$ cat src/sv/skt_pkg.sv
// Shared types and constants for the sorted key table.
`timescale 1ns / 1ps

package skt_pkg;

   localparam int KEY_W            = 64;
   localparam int POS_W            = 4;
   localparam int FOUND_W          = 4;
   localparam int TOTAL_W          = 5;
   localparam int CAPACITY_DEFAULT = 16;

   localparam logic [1:0] CMD_INSERT = 2'd0;
   localparam logic [1:0] CMD_DELETE = 2'd1;
   localparam logic [1:0] CMD_SEARCH = 2'd2;

   typedef struct packed {
      logic [1:0]       cmd;
      logic [KEY_W-1:0] key;
      logic [POS_W-1:0] position;
   } req_type;

   typedef struct packed {
      logic               ok;
      logic [FOUND_W-1:0] found_index;
      logic [TOTAL_W-1:0] entry_total;
   } rsp_type;

   typedef enum logic [3:0] {
      ST_IDLE  = 4'b0001,
      ST_ISSUE = 4'b0010,
      ST_EVAL  = 4'b0100,
      ST_SPARE = 4'b1000
   } state_type;

endpackage

$ cat src/sv/skt_ram.sv
// Generic single-write, single-read RAM with registered read data.
`timescale 1ns / 1ps

module skt_ram #(
   parameter int WIDTH = skt_pkg::KEY_W,
   parameter int DEPTH = skt_pkg::CAPACITY_DEFAULT,
   localparam int AW   = (DEPTH > 1) ? $clog2(DEPTH) : 1
) (
   input  logic             clock,
   input  logic             wr_en,
   input  logic [AW-1:0]    wr_addr,
   input  logic [WIDTH-1:0] wr_data,
   input  logic [AW-1:0]    rd_addr,
   output logic [WIDTH-1:0] rd_data
);

   logic [WIDTH-1:0] mem_ff [DEPTH];
   logic [WIDTH-1:0] rd_data_ff;

   always_ff @(posedge clock) begin
      if (wr_en) begin
         mem_ff[wr_addr] <= wr_data;
      end
      rd_data_ff <= mem_ff[rd_addr];
   end

   assign rd_data = rd_data_ff;

endmodule

$ cat src/sv/sorted_key_table.sv
// Sorted key table: ordered 64-bit key store with insert, delete and binary search.
`timescale 1ns / 1ps
//
// An item is taken at a rising edge with start high and busy low; unless it
// is answered at once, busy then stays high until the command is done. Each item
// gives one result, shown on rsp_item for a single cycle with rsp_strobe high;
// the receiver cannot stall it, and a new item may be started in that same cycle.
// All work goes through one RAM read port and 64-bit key compares, driven
// by a two-step sequencer: one state issues a read, the next compares and
// writes back. An insert shifts up each key greater than the new one, at most
// CAPACITY - 1 of them, and the new key lands in entry 0 when every key moves;
// a delete shifts down the keys above the position. A search ends on a hit,
// when the upper bound would drop below entry 0, or when the range runs out,
// after at most clog2(CAPACITY)+1 probes. A full table, bad position, empty
// search or unused command is answered without a sequencer step.
// The next item may start in the cycle of the strobe.
// Reset empties the table (count to zero); key storage is not cleared and
// is never used above the count. Unused command codes change nothing.
//
module sorted_key_table #(
   parameter int CAPACITY = skt_pkg::CAPACITY_DEFAULT
) (
   input  logic             clock,
   input  logic             reset,
   input  logic             start,
   output logic             busy,
   input  skt_pkg::req_type req_item,
   output logic             rsp_strobe,
   output skt_pkg::rsp_type rsp_item
);

   localparam int IW = (CAPACITY > 1) ? $clog2(CAPACITY) : 1;
   localparam int CW = $clog2(CAPACITY + 1);
   localparam int WW = (CW > skt_pkg::POS_W) ? CW : skt_pkg::POS_W;

   skt_pkg::state_type state_ff, state_in;
   logic [1:0]               cmd_ff, cmd_in;
   logic [skt_pkg::KEY_W-1:0] key_ff, key_in;
   logic [CW-1:0]            count_ff, count_in;
   logic [CW-1:0]            idx_ff, idx_in;
   logic [CW-1:0]            lo_ff, lo_in;
   logic [CW-1:0]            hi_ff, hi_in;
   skt_pkg::rsp_type         rsp_ff, rsp_in;
   logic                     rsp_valid_ff, rsp_valid_in;

   logic                      wr_en;
   logic [IW-1:0]             wr_addr;
   logic [skt_pkg::KEY_W-1:0] wr_data;
   logic [IW-1:0]             rd_addr;
   logic [skt_pkg::KEY_W-1:0] rd_data;
   logic [CW:0]               mid_sum;
   logic [CW-1:0]             mid;

   skt_ram #(
      .WIDTH(skt_pkg::KEY_W),
      .DEPTH(CAPACITY)
   ) u_keys (
      .clock  (clock),
      .wr_en  (wr_en),
      .wr_addr(wr_addr),
      .wr_data(wr_data),
      .rd_addr(rd_addr),
      .rd_data(rd_data)
   );

   assign mid_sum = {1'b0, lo_ff} + {1'b0, hi_ff};
   assign mid     = mid_sum[CW:1];

   always_comb begin
      state_in     = state_ff;
      cmd_in       = cmd_ff;
      key_in       = key_ff;
      count_in     = count_ff;
      idx_in       = idx_ff;
      lo_in        = lo_ff;
      hi_in        = hi_ff;
      rsp_in       = rsp_ff;
      rsp_valid_in = 1'b0;
      wr_en        = 1'b0;
      wr_addr      = IW'(idx_ff);
      wr_data      = key_ff;
      rd_addr      = IW'(idx_ff);

      unique case (state_ff)
         skt_pkg::ST_IDLE: begin
            if (start) begin
               cmd_in   = req_item.cmd;
               key_in   = req_item.key;
               lo_in    = '0;
               hi_in    = count_ff - CW'(1);
               idx_in   = count_ff;
               state_in = skt_pkg::ST_ISSUE;
               rsp_in.ok          = 1'b0;
               rsp_in.found_index = '0;
               rsp_in.entry_total = skt_pkg::TOTAL_W'(count_ff);
               priority if (req_item.cmd == skt_pkg::CMD_INSERT) begin
                  if (count_ff >= CW'(CAPACITY)) begin
                     state_in     = skt_pkg::ST_IDLE;
                     rsp_valid_in = 1'b1;
                  end
               end else if (req_item.cmd == skt_pkg::CMD_DELETE) begin
                  if (WW'(req_item.position) >= WW'(count_ff)) begin
                     state_in     = skt_pkg::ST_IDLE;
                     rsp_valid_in = 1'b1;
                  end else begin
                     idx_in = CW'(req_item.position) + CW'(1);
                  end
               end else if (req_item.cmd == skt_pkg::CMD_SEARCH) begin
                  if (count_ff == '0) begin
                     state_in     = skt_pkg::ST_IDLE;
                     rsp_valid_in = 1'b1;
                  end
               end else begin
                  state_in     = skt_pkg::ST_IDLE;
                  rsp_valid_in = 1'b1;
               end
            end
         end

         skt_pkg::ST_ISSUE: begin
            priority if (cmd_ff == skt_pkg::CMD_INSERT) begin
               if (idx_ff == '0) begin
                  wr_en              = 1'b1;
                  count_in           = count_ff + CW'(1);
                  rsp_in.ok          = 1'b1;
                  rsp_in.entry_total = skt_pkg::TOTAL_W'(count_in);
                  rsp_valid_in       = 1'b1;
                  state_in           = skt_pkg::ST_IDLE;
               end else begin
                  rd_addr  = IW'(idx_ff - CW'(1));
                  state_in = skt_pkg::ST_EVAL;
               end
            end else if (cmd_ff == skt_pkg::CMD_DELETE) begin
               if (idx_ff >= count_ff) begin
                  count_in           = count_ff - CW'(1);
                  rsp_in.ok          = 1'b1;
                  rsp_in.entry_total = skt_pkg::TOTAL_W'(count_in);
                  rsp_valid_in       = 1'b1;
                  state_in           = skt_pkg::ST_IDLE;
               end else begin
                  state_in = skt_pkg::ST_EVAL;
               end
            end else begin
               if (lo_ff > hi_ff) begin
                  rsp_valid_in = 1'b1;
                  state_in     = skt_pkg::ST_IDLE;
               end else begin
                  idx_in   = mid;
                  rd_addr  = IW'(mid);
                  state_in = skt_pkg::ST_EVAL;
               end
            end
         end

         skt_pkg::ST_EVAL: begin
            state_in = skt_pkg::ST_ISSUE;
            priority if (cmd_ff == skt_pkg::CMD_INSERT) begin
               wr_en = 1'b1;
               if (rd_data > key_ff) begin
                  wr_data = rd_data;
                  idx_in  = idx_ff - CW'(1);
               end else begin
                  count_in           = count_ff + CW'(1);
                  rsp_in.ok          = 1'b1;
                  rsp_in.entry_total = skt_pkg::TOTAL_W'(count_in);
                  rsp_valid_in       = 1'b1;
                  state_in           = skt_pkg::ST_IDLE;
               end
            end else if (cmd_ff == skt_pkg::CMD_DELETE) begin
               wr_en   = 1'b1;
               wr_addr = IW'(idx_ff - CW'(1));
               wr_data = rd_data;
               idx_in  = idx_ff + CW'(1);
            end else begin
               priority if (rd_data == key_ff) begin
                  rsp_in.ok          = 1'b1;
                  rsp_in.found_index = skt_pkg::FOUND_W'(idx_ff);
                  rsp_valid_in       = 1'b1;
                  state_in           = skt_pkg::ST_IDLE;
               end else if (rd_data < key_ff) begin
                  lo_in = idx_ff + CW'(1);
               end else if (idx_ff == '0) begin
                  rsp_valid_in = 1'b1;
                  state_in     = skt_pkg::ST_IDLE;
               end else begin
                  hi_in = idx_ff - CW'(1);
               end
            end
         end

         default: begin
            state_in = skt_pkg::ST_IDLE;
         end
      endcase
   end

   always_ff @(posedge clock) begin
      if (reset) begin
         state_ff     <= skt_pkg::ST_IDLE;
         count_ff     <= '0;
         rsp_valid_ff <= 1'b0;
      end else begin
         state_ff     <= state_in;
         count_ff     <= count_in;
         rsp_valid_ff <= rsp_valid_in;
      end
   end

   always_ff @(posedge clock) begin
      cmd_ff <= cmd_in;
      key_ff <= key_in;
      idx_ff <= idx_in;
      lo_ff  <= lo_in;
      hi_ff  <= hi_in;
      rsp_ff <= rsp_in;
   end

   assign busy       = (state_ff != skt_pkg::ST_IDLE);
   assign rsp_strobe = rsp_valid_ff;
   assign rsp_item   = rsp_ff;

endmodule
$ cat config.mk
export PLATFORM = sky130hd
export DESIGN_NAME = sorted_key_table
export DESIGN_NICKNAME = d
export VERILOG_FILES = /design/src/sv/skt_pkg.sv /design/src/sv/skt_ram.sv /design/src/sv/sorted_key_table.sv
export SDC_FILE = /design/constraint.sdc
export NUM_CORES = 2
export LEC_CHECK = 0
export ABC_AREA = 1
export BUFFER_PORTS_ARGS = -buffer_cell sky130_fd_sc_hd__buf_4
export CAP_MARGIN = 20
export CORE_MARGIN = 3
export CORE_UTILIZATION = 40
export DETAILED_ROUTE_END_ITERATION = 6
export GPL_TIMING_DRIVEN = 1
export PLACE_DENSITY_LB_ADDON = 0.08
export RECOVER_POWER = 50
export SKIP_CTS_REPAIR_TIMING = 1
export SLEW_MARGIN = 15
export SYNTH_ARGS = -nofsm -noshare
export SYNTH_HDL_FRONTEND = slang
export SYNTH_HIERARCHICAL = 1
export SYNTH_SLANG_ARGS = --single-unit
export TNS_END_PERCENT = 20
$ cat constraint.sdc
create_clock -name clock -period 5.8 [get_ports clock]
set_input_delay 0.58 -clock clock [delete_from_list [all_inputs] [get_ports clock]]
set_output_delay 0.58 -clock clock [all_outputs]
set_load 0.02 [all_outputs]
==> metrics.csv <==
metric,value,unit
Setup crit end kind,flip-flop,
Die Height,370,µm
final setup fails,0,
Die X,370,µm
number of buffers created by CTS,136,
RePlAce Congestion,0.782,
final WL,148000,µm
I/O Pins,85,
CTS sink count,1188,
gr usage total,21.6,%
DR WL/cell,21.0,µm
MaxCap Viol Count,10,
post-route ant nets,0,
fin util,45.6,%
compound-gate portion of the synthesized area,3.18,%
clock latency on the worst-skew pair,0.75,ns
pin count of the biggest net entering global routing,168,
initial antenna violation count,0,
Crit Path Max Fanout,63,
max-slew violations,318,
Simple-Gate Fraction of Synth Area,19.0,%
DRC viols,12,
Core ar.,132000,µm²
largest family of logic cells by synthesized area,simple AND/OR/NAND/NOR gates,
startpoint types,flip-flop,
final-report hold violation count,0,
first-pass GRT wire length,221000,µm
total global routing overflow,0,
number of global-route vias before repair,33500,
Via density,4.93,
worst clock skew,0.0230,ns
Hold WS,0.0464,ns
final net count,5370,
Final Total Pwr,21.2,mW
Die Area,137000,µm²
fin crit period,4.88,ns
Initial Util,40.3,%
Slew headroom,-111,%
Unique masters post-synth,50,
Pre-Repair DR Iteration Count,7,
post-route setup TNS,0,ns
post-synthesis sequential area ratio,65.8,%
port bufs,84,
Yosys warnings,6,
H-tree Lvls,4,
outcome,"finished, violations left",
1st-iter DRT viols,2825,
pre-CTS WS,1.43,ns
adder-cell share of the synthesized area,2.16,%
fmax,0.205,GHz
CP Class,flip-flop to flip-flop,
"crit path setup slack, layout",0.922,ns
Least-Margin Pin Slew,3.17,ns
share of post-route cells with drive strength above 1,7.22,%
synthesized flop and latch total,1188,
Vias,34900,
Power Dens Cells,353,nW/µm²
Post-Synth XOR/XNOR Area,0.314,%
CP required,6.14,ns
mux cell area share after synthesis,0,%
fillers,12200,
FP Rows,133,
worst ir drop on vdd,0.000236,V
syn_nets,5248,
Final Cycle Share,84.1,%
Post-Syn Instances,5084,
Synth Area per Inst,10.4,µm²
failing checks,"DRC, capacitance limit, slew limit",
P&R area growth vs syn,13.1,%
CTS tree,yes,
"Arr. time, crit path",5.22,ns
mapped cell area,53100,µm²
HP Class,input port to flip-flop,
hpwl dp,73000,µm
CTS Buffer Depth,3,
clk slew on worst S/H paths,0.06,ns
RSZ-0062 raised after global routing,no,
clk root buf,clkbuf_16,
Pleak,25.2,nW
cell families after synthesis:
kind of cell,count (synthesis)
flops,1188
compound gates,242
fa+ha+maj,91
xor+xnor,19
buf+inv,1160
simple gates,2384
cells in the mapped netlist (all sizes together):
cell,count,share of area (%)
a211oi,2,0.028
nor3b,1,0.014
o2111ai,2,0.033
o211ai,5,0.071
fa,1,0.038
a21oi,48,0.45
nand3b,3,0.042
a221oi,1,0.017
a21boi,1,0.014
and3,1,0.012
inv,912,6.5
clkbuf,42,0.30
a22oi,3,0.042
a21o,6,0.085
nand3,796,7.5
o311ai,1,0.017
dfxtp,73,2.8
o22ai,66,1.4
clkinv,2,0.014
buf,204,2.7
nor2,84,0.73
o21a,2,0.028
nor4,1,0.012
edfxtp,1115,63
o21ai,97,0.91
a31oi,4,0.047
nand4,7,0.083
nor3,6,0.075
ha,90,2.1
or2,1,0.012
xor2,16,0.26
o221ai,4,0.066
nand2,1484,11
xnor2,3,0.050
registers in the layout, summed over array words and instances, names as in the netlist:
| register | cells |
|---|---|
| cmd_ff | 2 |
| count_ff | 5 |
| hi_ff | 5 |
| idx_ff | 5 |
| key_ff | 64 |
| lo_ff | 5 |
| rsp_item | 10 |
| rsp_strobe | 1 |
| state_ff | 3 |
| u_keys/mem_ff | 1024 |
| u_keys/rd_data | 64 |
power breakdown:
group | leakage, nW | internal (mW) | switching [mW]
registers | 10.7 | 9.67 | 0.130
logic | 12.4 | 0.883 | 2.14
clock network | 2.13 | 4.92 | 3.43
placed cells by master (no fill, tap or decap), types with 7 or more instances in the layout:
cell           instances
xor2_1                16
clkbuf_2              11
clkinv_2              18
clkbuf_4              43
o21ai_1               14
dfxtp_1               73
clkbuf_1              90
o21ai_0               83
nand4_1                7
nand2_1             1480
clkinv_1              31
clkbuf_8              11
buf_12                24
edfxtp_1            1115
dlygate4sd3_1         58
nor2_1                71
buf_4                 42
nand3_1              796
nor2_4                 8
o22ai_1               16
inv_1                905
ha_1                  90
inv_6                  9
o22ai_2               50
clkbuf_16            143
a21oi_1               48
worst max-delay path: stages (launching register included):
cell and delay, ns:
dfxtp_1 0.34, inv_1 0.06, nor3_1 0.12, clkbuf_1 0.73, inv_6 0.49, nor2_1 0.44
o21ai_0 0.25, nor2_1 0.13, nand2_1 0.21, nor2_4 0.65, clkbuf_1 1.03
area by class of cell:
type	instances	area, µm²	share of cell area (%)
inverter	914	3480	5.80
multi-input combinational	2736	13100	21.9
antenna	1	2.50	0.00417
clock buffer	192	3870	6.45
timing repair buffer	230	1950	3.25
clock inverter	61	464	0.773
sequential	1188	34900	58.2
tap	1755	2200	3.66
stage by stage:
step | instance area [µm²] | cells
after CTS | 59900 | 7015
after global placement | 55500 | 6762
after global routing | 60000 | 7076
after floorplan | 53100 | 5084
after detailed placement | 55500 | 6762
final | 60000 | 7077
worst paths after layout:
kind / slack, ns / cells past startpoint / from / end
setup / recovery: 0.92 / 10 / state_ff[2] / u_keys/mem_ff[1][41]
hold / removal: 0.05 / 2 / reset / count_ff[0]
setup reg to reg: 0.92 / 10 / state_ff[2] / u_keys/mem_ff[1][41]
hold reg to reg: 0.65 / 6 / u_keys/mem_ff[10][62] / u_keys/rd_data[62]
per-layer routing:
layer  part of all wire [%]  track usage, %  up-vias  routed length, µm
met4                    1.7            5.17        0               2530
li1                       -               -    16900                  -
met2                     48            36.0      776              71100
met3                    4.4            2.90      169               6470
met5                      0               0        -                  0
met1                     46            30.0    17000              68400
(Power assumes the default switching activity.)
